<file path="src/hdl/zone_intrusion_tracker_defines.svh">
// Assertion macros for the zone intrusion tracker.
`ifndef ZONE_INTRUSION_TRACKER_DEFINES_SVH
`define ZONE_INTRUSION_TRACKER_DEFINES_SVH

`ifndef SYNTHESIS
`define ZIT_ASSERT_NOW(lbl, trig, cond, msg) \
  lbl: assert property (@(posedge clk) disable iff (rst) (trig) |-> (cond)) else $error(msg);
`define ZIT_ASSERT_NEXT(lbl, trig, cond, msg) \
  lbl: assert property (@(posedge clk) disable iff (rst) (trig) |=> (cond)) else $error(msg);
`else
`define ZIT_ASSERT_NOW(lbl, trig, cond, msg)
`define ZIT_ASSERT_NEXT(lbl, trig, cond, msg)
`endif

`endif

</file>
<file path="src/hdl/zit_pkg.sv">
// Shared types, register indexes and helpers for the zone intrusion tracker.
package zit_pkg;

  localparam int COORD_W = 16;
  localparam int MASK_W  = 4;
  localparam int ID_W    = 6;
  localparam int CFG_IDX_W  = 3;
  localparam int CFG_DATA_W = 64;

  typedef logic [COORD_W-1:0]    coord_t;
  typedef logic [MASK_W-1:0]     mask_t;
  typedef logic [ID_W-1:0]       id_t;
  typedef logic [CFG_IDX_W-1:0]  cfg_idx_t;
  typedef logic [CFG_DATA_W-1:0] cfg_data_t;

  typedef enum logic [CFG_IDX_W-1:0] {
    REG_ZONE_ENABLE,
    REG_ZONE_RECT_0,
    REG_ZONE_RECT_1,
    REG_ZONE_RECT_2,
    REG_ZONE_RECT_3
  } cfg_reg_t;

  // Rectangle with corners already ordered, bounds inclusive.
  typedef struct packed {
    coord_t x_lo;
    coord_t y_lo;
    coord_t x_hi;
    coord_t y_hi;
  } rect_t;

  typedef rect_t [MASK_W-1:0] rect_arr_t;

  function automatic rect_t order_rect(input coord_t ax, input coord_t ay,
                                       input coord_t bx, input coord_t by,
                                       input coord_t keep);
    coord_t x1;
    coord_t y1;
    coord_t x2;
    coord_t y2;
    rect_t  r;
    x1 = ax & keep;
    y1 = ay & keep;
    x2 = bx & keep;
    y2 = by & keep;
    r.x_lo = (x1 > x2) ? x2 : x1;
    r.x_hi = (x1 > x2) ? x1 : x2;
    r.y_lo = (y1 > y2) ? y2 : y1;
    r.y_hi = (y1 > y2) ? y1 : y2;
    return r;
  endfunction

endpackage

</file>
<file path="src/hdl/zone_intrusion_tracker.sv">
// Top level of the zone intrusion tracker.
// Takes one object box per clock while in_stall is low and returns one result per box. In the
// accept cycle the box corners are ordered and the object's membership entry is read from a
// one-port-read, one-port-write RAM; in stage 1 the box is tested against all zones in
// parallel, the entered/left/inside masks are formed, the entry is written back and the
// output register is loaded. A request that hits the entry written in the same cycle takes
// the new value from a forward register. A result left waiting stalls the input once the
// stage behind it is also full. Reset clears membership at once through one valid bit per
// entry; there is no clearing pass. Object ids are taken modulo MAX_OBJECTS. The user must
// write zone registers only while the block is idle; the block itself does not enforce it.
`include "zone_intrusion_tracker_defines.svh"

module zone_intrusion_tracker #(
  parameter int NUM_ZONES   = 4,
  parameter int MAX_OBJECTS = 64,
  parameter int COORD_BITS  = 16
) (
  input  logic                clk,
  input  logic                rst,
  input  logic                in_valid,
  output logic                in_stall,
  input  zit_pkg::id_t        object_id,
  input  zit_pkg::coord_t     box_left,
  input  zit_pkg::coord_t     box_top,
  input  zit_pkg::coord_t     box_right,
  input  zit_pkg::coord_t     box_bottom,
  input  logic                cfg_write,
  input  zit_pkg::cfg_idx_t   cfg_index,
  input  zit_pkg::cfg_data_t  cfg_data,
  output logic                out_valid,
  input  logic                out_stall,
  output zit_pkg::id_t        result_object_id,
  output zit_pkg::mask_t      entered_mask,
  output zit_pkg::mask_t      left_mask,
  output zit_pkg::mask_t      inside_mask
);
  import zit_pkg::*;

  localparam int ZONES  = (NUM_ZONES < MASK_W) ? NUM_ZONES : MASK_W;
  localparam int DEPTH  = (MAX_OBJECTS < (1 << ID_W)) ? MAX_OBJECTS : (1 << ID_W);
  localparam int SLOT_W = $clog2(DEPTH);
  localparam coord_t COORD_KEEP = coord_t'((32'd1 << COORD_BITS) - 32'd1);

  logic in_accept;
  logic s1_advance;

  mask_t     zone_en;
  rect_arr_t zone_rect;

  logic [SLOT_W-1:0] slot_lut [1 << ID_W];
  logic [SLOT_W-1:0] in_slot;
  rect_t             in_box;

  // stage 1
  logic              s1_valid;
  id_t               s1_id;
  logic [SLOT_W-1:0] s1_slot;
  rect_t             s1_box;
  logic              s1_entry_valid;
  logic              fwd_hit;
  logic [ZONES-1:0]  fwd_data;

  logic [DEPTH-1:0]  entry_valid;
  logic [ZONES-1:0]  rd_data;
  logic [ZONES-1:0]  old_bits;
  logic [ZONES-1:0]  inside_z;
  logic [ZONES-1:0]  en_z;
  logic [ZONES-1:0]  mem_next;
  mask_t             inside_all;

  assign s1_advance = s1_valid && (!out_valid || !out_stall);
  assign in_stall   = s1_valid && !s1_advance;
  assign in_accept  = in_valid && !in_stall;

  // id modulo MAX_OBJECTS as a constant lookup over all ids
  for (genvar i = 0; i < (1 << ID_W); i++) begin : g_slot_lut
    assign slot_lut[i] = SLOT_W'(i % DEPTH);
  end

  assign in_slot = slot_lut[object_id];
  assign in_box  = order_rect(box_left, box_top, box_right, box_bottom, COORD_KEEP);

  zit_zone_regs #(
    .ZONES      (ZONES),
    .COORD_BITS (COORD_BITS)
  ) u_zone_regs (
    .clk       (clk),
    .rst       (rst),
    .cfg_write (cfg_write),
    .cfg_index (cfg_index),
    .cfg_data  (cfg_data),
    .zone_en   (zone_en),
    .zone_rect (zone_rect)
  );

  zit_ram #(
    .WIDTH (ZONES),
    .DEPTH (DEPTH)
  ) u_membership (
    .clk   (clk),
    .we    (s1_advance),
    .waddr (s1_slot),
    .wdata (mem_next),
    .re    (in_accept),
    .raddr (in_slot),
    .rdata (rd_data)
  );

  zit_overlap u_overlap (
    .box       (s1_box),
    .zone_rect (zone_rect),
    .zone_en   (zone_en),
    .hit       (inside_all)
  );

  assign old_bits = fwd_hit ? fwd_data : (s1_entry_valid ? rd_data : '0);
  assign inside_z = inside_all[ZONES-1:0];
  assign en_z     = zone_en[ZONES-1:0];
  assign mem_next = (old_bits & ~en_z) | inside_z;

  always_ff @(posedge clk) begin
    if (rst) begin
      s1_valid    <= 1'b0;
      fwd_hit     <= 1'b0;
      entry_valid <= '0;
    end else begin
      if (in_accept) begin
        s1_valid <= 1'b1;
        // entry being written this cycle: RAM read returns the old value
        fwd_hit  <= s1_advance && (s1_slot == in_slot);
      end else if (s1_advance) begin
        s1_valid <= 1'b0;
      end
      if (s1_advance) begin
        entry_valid[s1_slot] <= 1'b1;
      end
    end
  end

  always_ff @(posedge clk) begin
    if (in_accept) begin
      s1_id          <= object_id;
      s1_slot        <= in_slot;
      s1_box         <= in_box;
      s1_entry_valid <= entry_valid[in_slot] || (s1_advance && (s1_slot == in_slot));
      fwd_data       <= mem_next;
    end
  end

  always_ff @(posedge clk) begin
    if (rst) begin
      out_valid <= 1'b0;
    end else if (s1_advance) begin
      out_valid <= 1'b1;
    end else if (!out_stall) begin
      out_valid <= 1'b0;
    end
  end

  always_ff @(posedge clk) begin
    if (s1_advance) begin
      result_object_id <= s1_id;
      entered_mask     <= MASK_W'(inside_z & ~old_bits);
      left_mask        <= MASK_W'(~inside_z & old_bits & en_z);
      inside_mask      <= MASK_W'(inside_z);
    end
  end

  `ZIT_ASSERT_NOW(a_enter_left_disjoint, out_valid, (entered_mask & left_mask) == '0, "entered and left overlap")
  `ZIT_ASSERT_NOW(a_enter_in_inside, out_valid, (entered_mask & ~inside_mask) == '0, "entered zone not inside")
  `ZIT_ASSERT_NEXT(a_entry_marked, s1_advance, entry_valid[$past(s1_slot)], "written entry not marked valid")
  `ZIT_ASSERT_NEXT(a_result_follows, s1_advance, out_valid, "result register not loaded")

endmodule

</file>
<file path="src/hdl/zit_ram.sv">
// Generic single-write, single-read RAM with registered read data.
module zit_ram #(
  parameter int WIDTH = 4,
  parameter int DEPTH = 64
) (
  input  logic                     clk,
  input  logic                     we,
  input  logic [$clog2(DEPTH)-1:0] waddr,
  input  logic [WIDTH-1:0]         wdata,
  input  logic                     re,
  input  logic [$clog2(DEPTH)-1:0] raddr,
  output logic [WIDTH-1:0]         rdata
);

  logic [WIDTH-1:0] mem [DEPTH];

  always_ff @(posedge clk) begin
    if (we) begin
      mem[waddr] <= wdata;
    end
    if (re) begin
      rdata <= mem[raddr];
    end
  end

endmodule

</file>
<file path="src/hdl/zit_zone_regs.sv">
// Zone configuration registers; corners are ordered and trimmed on write.
module zit_zone_regs #(
  parameter int ZONES      = 4,
  parameter int COORD_BITS = 16
) (
  input  logic                clk,
  input  logic                rst,
  input  logic                cfg_write,
  input  zit_pkg::cfg_idx_t   cfg_index,
  input  zit_pkg::cfg_data_t  cfg_data,
  output zit_pkg::mask_t      zone_en,
  output zit_pkg::rect_arr_t  zone_rect
);
  import zit_pkg::*;

  localparam coord_t COORD_KEEP = coord_t'((32'd1 << COORD_BITS) - 32'd1);
  localparam mask_t  ZONE_MASK  = mask_t'((32'd1 << ZONES) - 32'd1);

  rect_t wr_rect;

  assign wr_rect = order_rect(cfg_data[15:0], cfg_data[31:16],
                              cfg_data[47:32], cfg_data[63:48], COORD_KEEP);

  always_ff @(posedge clk) begin
    if (rst) begin
      zone_en   <= '0;
      zone_rect <= '0;
    end else if (cfg_write) begin
      case (cfg_reg_t'(cfg_index))
        REG_ZONE_ENABLE: zone_en <= cfg_data[MASK_W-1:0] & ZONE_MASK;
        REG_ZONE_RECT_0: if (ZONES > 0) zone_rect[0] <= wr_rect;
        REG_ZONE_RECT_1: if (ZONES > 1) zone_rect[1] <= wr_rect;
        REG_ZONE_RECT_2: if (ZONES > 2) zone_rect[2] <= wr_rect;
        REG_ZONE_RECT_3: if (ZONES > 3) zone_rect[3] <= wr_rect;
        default: ;
      endcase
    end
  end

endmodule

</file>
<file path="src/hdl/zit_overlap.sv">
// Parallel box-versus-zone overlap test, one compare set per zone.
module zit_overlap (
  input  zit_pkg::rect_t      box,
  input  zit_pkg::rect_arr_t  zone_rect,
  input  zit_pkg::mask_t      zone_en,
  output zit_pkg::mask_t      hit
);
  import zit_pkg::*;

  always_comb begin
    for (int z = 0; z < MASK_W; z++) begin
      hit[z] = zone_en[z]
               && (box.x_lo <= zone_rect[z].x_hi) && (box.x_hi >= zone_rect[z].x_lo)
               && (box.y_lo <= zone_rect[z].y_hi) && (box.y_hi >= zone_rect[z].y_lo);
    end
  end

endmodule

</file>
<file path="config.mk">
export PLATFORM = sky130hd
export DESIGN_NAME = zone_intrusion_tracker
export DESIGN_NICKNAME = d
export VERILOG_FILES = /design/src/hdl/zit_pkg.sv /design/src/hdl/zone_intrusion_tracker.sv /design/src/hdl/zit_ram.sv /design/src/hdl/zit_zone_regs.sv /design/src/hdl/zit_overlap.sv
export VERILOG_INCLUDE_DIRS = /design/src /design/src/hdl
export SDC_FILE = /design/constraint.sdc
export NUM_CORES = 1
export LEC_CHECK = 0
export BUFFER_PORTS_ARGS = -buffer_cell sky130_fd_sc_hd__buf_4
export CELL_PAD_IN_SITES_DETAIL_PLACEMENT = 0
export CELL_PAD_IN_SITES_GLOBAL_PLACEMENT = 1
export CORE_ASPECT_RATIO = 1.2
export CORE_MARGIN = 5
export CORE_UTILIZATION = 30
export DETAILED_ROUTE_END_ITERATION = 7
export PLACE_DENSITY_LB_ADDON = 0.1
export SLEW_MARGIN = 10
export SYNTH_ARGS = -nofsm -noshare
export SYNTH_HDL_FRONTEND = slang
export SYNTH_SLANG_ARGS = --single-unit
</file>
<file path="constraint.sdc">
create_clock -name clk -period 6.54 [get_ports clk]
set_input_delay 1.308 -clock clk [delete_from_list [all_inputs] [get_ports clk]]
set_output_delay 1.308 -clock clk [all_outputs]
set_load 0.005 [all_outputs]
</file>
== Word level (Yosys, flattened, before mapping) ==
Memory sizes are Yosys's and may differ from the RTL's. A register that Yosys moved wholly into a read port is not among the register bits.
Index checks and enable logic that the tools add are counted.

* Register bits after elaboration: 426
* RAM bits: 256
* ROM bits: 384
* Input port bits: 142
* Output and inout bits: 20
* Memories kept: 2

* Order comparisons: 24
* Eq/ne operators: 6
* Multiplexer cells: 22
* Bitwise logic cells: 10
* Reductions and logical operators: 34

{| class="wikitable"
|+ Memories
! name !! words !! width !! rd ports !! clocked after memory_dff !! write ports !! line !! RTL
|-
| (name not given) || 64 || 6 || 1 || 0 || 0 || zone_intrusion_tracker.sv:80 || <nowiki>assign in_slot = slot_lut[object_id];</nowiki>
|-
| u_membership.mem || 64 || 4 || 1 || 1 || 1 || zit_ram.sv:15 || <nowiki>logic [WIDTH-1:0] mem [DEPTH];</nowiki>
|}

{| class="wikitable"
|+ Operators with widths
! operator !! number
|-
| 16-bit greater-or-equal comparator || 8
|-
| 16-bit <= comparator || 8
|-
| 16-bit two-way mux || 8
|-
| 16-bit greater-than comparator || 4
|-
| 64-bit OR || 1
|-
| 1-bit logical AND || 21
|-
| 4-bit bitwise AND || 4
|-
| 6-bit by 7-bit < comparator with 1-bit output (second input constant) || 2
|-
| 6-bit two-way mux || 2
|-
| 4-bit inverter || 3
|-
| 2-bit AND reduction || 5
|-
| 1-bit two-way mux || 8
|-
| 4-bit two-way mux || 2
|-
| 7-bit greater-or-equal comparator (second input constant) || 1
|-
| 6-bit inverter with 7-bit output || 1
|-
| 1-bit binary-select mux with 6-bit select || 1
|-
| 1-bit demux with 6-bit select || 1
|-
| 3-bit by 2-bit equality test with 1-bit output (second input constant) || 2
|-
| 6-bit equality test || 1
|-
| 6-bit by 1-bit greater-or-equal comparator with 1-bit output (second input constant) || 1
|-
| 1-bit zero test || 4
|-
| 4-bit OR || 1
|-
| 3-bit by 1-bit equality test with 1-bit output (second input constant) || 1
|-
| 3-bit equality test (second input constant) || 1
|-
| other kinds (4) || 5
|}

== Logic depth before layout (Yosys ltp) ==
* Depth in word-level cells: 8
* Gate-level depth with buffers: 11
* Depth with buffers taken out: 8

== Modules after synthesis ==
From an unflattened synthesis, not the netlist that was laid out.

* Cell total of the unflattened synthesis: 3053
* Area total of the unflattened synthesis: 34085.2 µm²

{| class="wikitable"
|+ By module, submodules not included
! module !! times used !! cells each !! area each (µm²) !! sequential area each (µm²)
|-
| zit_ram || 1 || 521 || 10447.5 || 7807.5
|-
| zit_zone_regs || 1 || 1055 || 10030.9 || 5205.0
|-
| zone_intrusion_tracker || 1 || 594 || 7323.3 || 4134.0
|-
| zit_overlap || 1 || 883 || 6283.5 || 0.0
|}

== Worst setup path after synthesis ==
No wires, ideal clock.

* Kind: input-to-reg
* From: input out_stall
* To: register fwd_hit
* Library setup time: 0.128 ns
* Arrival: 5.272 ns
* Data required time: 6.412 ns
* Setup slack: 1.140 ns
* Cell stages on the path: 5
* Path buffers: 0
* Path through: nand3_1 -> inv_1 -> nor2_1 -> mux2i_1 -> nor2_1

* Longest elaborated chain between the ends: 7
* Elaborated cells between the ends (all ways): 8
* Those cells by class: 8 x reduce/logical

{| class="wikitable"
|+ RTL lines
! what !! line !! RTL
|-
| start, declared || zone_intrusion_tracker.sv:31 || <nowiki>input logic out_stall,</nowiki>
|-
| 1-bit zero test || - ||
|-
| 1-bit logical OR || zone_intrusion_tracker.sv:71 || <nowiki>assign s1_advance = s1_valid && (!out_valid || !out_stall);</nowiki>
|-
| 1-bit logical AND || zone_intrusion_tracker.sv:71 ||
|-
| 1-bit zero test || zone_intrusion_tracker.sv:72 || <nowiki>assign in_stall = s1_valid && !s1_advance;</nowiki>
|-
| 1-bit logical AND || zone_intrusion_tracker.sv:72 ||
|-
| net in_stall || zone_intrusion_tracker.sv:21 || <nowiki>output logic in_stall,</nowiki>
|-
| 1-bit zero test || zone_intrusion_tracker.sv:73 || <nowiki>assign in_accept = in_valid && !in_stall;</nowiki>
|-
| 1-bit logical AND || zone_intrusion_tracker.sv:73 ||
|-
| net in_accept || zone_intrusion_tracker.sv:44 || <nowiki>logic in_accept;</nowiki>
|-
| end signal, assigned || zone_intrusion_tracker.sv:130 || <nowiki>fwd_hit <= s1_advance && (s1_slot == in_slot);</nowiki>
|-
| end, declared || zone_intrusion_tracker.sv:60 || <nowiki>logic fwd_hit;</nowiki>
|}

The timed path passes the listed nets, and every way through them passes these cells.
A chain may end at the register's enable or synchronous reset.

== Final worst setup path ==
* From: input cfg_data[43]
* To: register u_zone_regs.zone_rect[212] (netlist name)

* Longest elaborated chain between the ends: 2

{| class="wikitable"
|+ RTL lines
! what !! line !! RTL
|-
| start, declared || zone_intrusion_tracker.sv:29 || <nowiki>input zit_pkg::cfg_data_t cfg_data,</nowiki>
|-
| 16-bit greater-than comparator || zit_pkg.sv:47 || <nowiki>r.x_hi = (x1 > x2) ? x1 : x2;</nowiki>
|-
| 16-bit two-way mux || zit_pkg.sv:47 ||
|}

Every way passes these cells.

==> impl_metrics.py <==
metrics = {
    "synth": {
        "syn-num-nets": 3580,
        "compound_gate_fraction_of_synth_area": 0.131,
        "avgSynthCellArea_um2": 11.0,
        "most_used_flip_flop_cell_after_synthesis": "sky130_fd_sc_hd__edfxtp_1",
        "synthAdderAreaFrac": 0.116,
        "synth.cell_area_um2": 34400,
        "async_flop_share": 0,
        "synth_top_cell_by_area": "sky130_fd_sc_hd__edfxtp_1",
        "synth.top_cells.by_count": "sky130_fd_sc_hd__nor2_1 (460), sky130_fd_sc_hd__edfxtp_1 (353), sky130_fd_sc_hd__dfxtp_1 (327)",
        "yosysSeqAreaShare": 0.498,
        "synth-warning-count": 0,
        "synthXorXnorAreaFrac": 0.00153,
        "main_combinational_cell_family_by_area_after_synthesis": "compound AO/OA/AOI/OAI gates",
        "synthCells": 3118,
        "number_of_synthesized_flops_with_an_enable_pin": 353,
        "synth.area.top_cells": "sky130_fd_sc_hd__edfxtp_1 (31%), sky130_fd_sc_hd__dfxtp_1 (19%), sky130_fd_sc_hd__ha_1 (12%)",
        "synth_cell_types": 70,
        "synth_seq_cells": 680,
        "synth-simple-area-share": 0.0986,
        "yosysTopAreaCellShare": 0.308,
        "mux_contribution_to_synthesized_area": 0.0961,
        "synth_most_common_cell": "sky130_fd_sc_hd__nor2_1",
    },
    "sta": {
        "setup_viol_count_final": 0,
        "final.setup_skew_ns": 0.0356,
        "timing.fmax_mhz": 226,
        "postLayoutSetupSlackWorst_ns": 2.12,
        "period_needed_ns": 4.42,
        "final-max-slew-violation-count": 0,
        "unrepaired_setup_endpoints_after_global_routing": "false",
        "hold_violations": 0,
        "final_min_period_over_clock_period": 0.675,
        "worst_pin_slew_ns": 1.10,
        "slew-limit-headroom": 0.267,
        "setup_total_negative_slack_ns": 0,
    },
    "routing": {
        "drtAntennaViolNets": 0,
        "dr.first_iter.drc_count": 1220,
        "route.detailed.wl_per_inst_um": 22.5,
        "number_of_vias_per_cell_after_detailed_routing": 4.99,
        "detailroute.via_count": 24000,
        "postRouteWirelength_mm": 108,
        "number_of_detailed_routing_iterations_run_before_antenna_repair": 5,
        "drc_errors": 0,
    },
    "power_and_ir_drop": {
        "pwr-share-comb": 0.128,
        "cellLeakagePower_nw": 14.2,
        "irDropWorstVdd_mv": 0.190,
        "power.switching_mw": 2.82,
        "pwr_density_cell_nw_per_um2": 267,
        "switching_share": 0.266,
        "power.share.clock": 0.424,
        "share_seq_of_total_power": 0.448,
        "internal_power_mw": 7.80,
    },
    "clock_network": {
        "clk_root_buffer_cell": "sky130_fd_sc_hd__clkbuf_16",
        "cts_resized": 0,
        "cts_htree_levels": 3,
        "cts_setup_buffers": 0,
        "clkLatencyLatePin_ns": 0.68,
        "tritoncts": "done",
        "clock_pin_transition_on_the_worst_setup_and_hold_timing_paths_ns": 0.06,
        "cts_hold_buf": 0,
        "cts.sink_count": 680,
        "cts_made_buffers": 79,
        "clock_tree.buffer_depth": 3,
    },
    "placed_design": {
        "routabilityCongestion": 0.823,
        "place_hpwl_mm": 77.3,
        "pre_cts_slack_ns": 1.17,
        "io_buffers": 161,
    },
    "worst_setup_path": {
        "rr_worst_depth": 8,
        "worstSetupEndpointType": "flop",
        "critical_path_peak_fanout": 19,
        "timing.critical_path.from_type": "input pin",
        "r2r_path_end": "u_membership.mem[20][0]$_DFFE_PP_",
        "cp.required_ns": 7.04,
        "r2r-start": "s1_box[47]$_DFFE_PP_",
        "criticalPathCategory": "in2reg",
        "r2r_setup_slack_ns": 2.40,
        "arrival_ns": 4.92,
    },
    "die": {
        "ioPinCount": 162,
        "die-area_um2": 122000,
        "die-height_um": 381,
        "initial_utilization": 0.301,
        "floorplan.die.width_um": 319,
        "fp-row-count": 136,
        "coreArea_um2": 114000,
    },
    "global_routing": {
        "grt_antenna_before_repair": 5,
        "grt_first_pass_wirelength_mm": 160,
        "grt_overflow_total": 0,
        "grt_start_max_net_pins": 129,
        "first_global_vias": 24600,
        "globalRouteTotalUtil": 0.172,
    },
    "finish": {
        "synthToLayoutAreaGrowth_pct": 15.4,
        "final_layout_size_suffix_gt1_frac": 0.140,
        "design.final.nets": 3681,
        "num-fill-cells": 11500,
    },
    "min_path": {
        "hold_path.startpoint": "entry_valid[22]$_SDFFE_PP0P_",
        "worstHoldPathCells": 2,
        "hold_end": "entry_valid[22]$_SDFFE_PP0P_",
        "holdCritPathClass": "reg2reg",
    },
    "job": {
        "max_cap_violation_count": 0,
    },
    "run_status": {
        "status": "completed",
    },
}
-- registers in the layout (all words and copies together) (netlist names) --
register / flops
entered_mask: 4
entry_valid: 64
fwd_data: 4
fwd_hit: 1
inside_mask: 4
left_mask: 4
out_valid: 1
result_object_id: 6
s1_box: 64
s1_entry_valid: 1
s1_id: 6
s1_valid: 1
u_membership.mem: 256
u_membership.rdata: 4
u_zone_regs.zone_en: 4
u_zone_regs.zone_rect: 256
-- cells by family after synthesis --
logic type      Yosys count
buf+inv                 492
simple gates            760
fa+ha+maj               320
compound gates          658
mux                     202
flops                   680
xor+xnor                  6
-- metal layers --
metal	share of wire	up-vias	GRT usage
li1	-	11700	-
met1	0.46	11800	0.228
met2	0.48	412	0.296
met3	0.035	120	0.0231
met4	0.023	4	0.0487
met5	0.00019	-	0
-- cells in the final DEF (no fill, tap or decap), types with 15 or more instances in the layout --
master / count
sky130_fd_sc_hd__nor2b_1: 17
sky130_fd_sc_hd__a21oi_1: 167
sky130_fd_sc_hd__ha_1: 320
sky130_fd_sc_hd__a21o_1: 36
sky130_fd_sc_hd__nand3b_1: 33
sky130_fd_sc_hd__edfxtp_1: 353
sky130_fd_sc_hd__inv_1: 323
sky130_fd_sc_hd__mux2i_1: 71
sky130_fd_sc_hd__a211oi_1: 271
sky130_fd_sc_hd__nand4_1: 50
sky130_fd_sc_hd__a32oi_1: 32
sky130_fd_sc_hd__nor3_1: 15
sky130_fd_sc_hd__nor2_1: 456
sky130_fd_sc_hd__clkbuf_1: 22
sky130_fd_sc_hd__dfxtp_1: 327
sky130_fd_sc_hd__buf_4: 183
sky130_fd_sc_hd__mux4_2: 96
sky130_fd_sc_hd__nand2_1: 90
sky130_fd_sc_hd__o21ai_0: 51
sky130_fd_sc_hd__mux2_2: 32
sky130_fd_sc_hd__clkbuf_16: 81
sky130_fd_sc_hd__o31ai_1: 16
sky130_fd_sc_hd__nand3_1: 30
-- area by class of cell --
cell class	count	area, um2	share of cell area
well taps	1518	1900	0.0478
inverters	323	1210	0.0305
clock inverters	31	358	0.00900
flip-flops and latches	680	17100	0.431
diodes	2	5.00	0.000126
multi-input cells	1946	15400	0.387
repair buffers	189	1490	0.0374
clock buffers	115	2270	0.0572
-- how the worst max path moves through the flow --
stage                       from  slack [ns]                                 endpoint  cells after the start
global placement    cfg_data[11]        1.25  u_zone_regs.zone_rect[212]$_SDFFE_PP0P_                      9
CTS                 cfg_data[43]        1.89  u_zone_regs.zone_rect[212]$_SDFFE_PP0P_                     10
finish              cfg_data[43]        2.12  u_zone_regs.zone_rect[212]$_SDFFE_PP0P_                     10
floorplan              out_stall        1.14                     fwd_hit$_SDFFE_PP0P_                      5
detailed placement  cfg_data[43]        1.17  u_zone_regs.zone_rect[212]$_SDFFE_PP0P_                     10
global route        cfg_data[46]        1.88  u_zone_regs.zone_rect[212]$_SDFFE_PP0P_                     10
-- metrics by stage --
step	utilization	std cells	area [um2]	total power, mW	hold WS, ns
after global routing	0.348	4802	39800	11.1	0.490
after detailed placement	0.325	4656	37100	6.22	0.454
final	0.348	4804	39800	10.6	0.464
after global placement	0.325	4656	37100	6.21	0.446
after CTS	0.348	4802	39800	10.8	0.469
after floorplan	-	3118	34400	5.67	0.424
-- power groups by stage --
stage               clock network [mW]  registers [mW]  logic [mW]
floorplan                            0            4.78       0.889
finish                            4.51            4.76        1.36
CTS                               4.66            4.76        1.38
detailed placement                   0            4.85        1.38
global route                      4.81            4.77        1.52
global placement                     0            4.85        1.36
-- worst max-delay path, stage by stage --
cell and delay (ns):
sky130_fd_sc_hd__buf_4 0.10, sky130_fd_sc_hd__inv_1 0.04, sky130_fd_sc_hd__ha_1 0.29, sky130_fd_sc_hd__nand4_1 0.18, sky130_fd_sc_hd__nor4_1 0.83, sky130_fd_sc_hd__a21boi_1 0.48, sky130_fd_sc_hd__o31a_2 0.49, sky130_fd_sc_hd__buf_4 0.42
sky130_fd_sc_hd__mux2i_1 0.59, sky130_fd_sc_hd__a211oi_1 0.16
No activity file was read; power rests on OpenSTA's default activity.
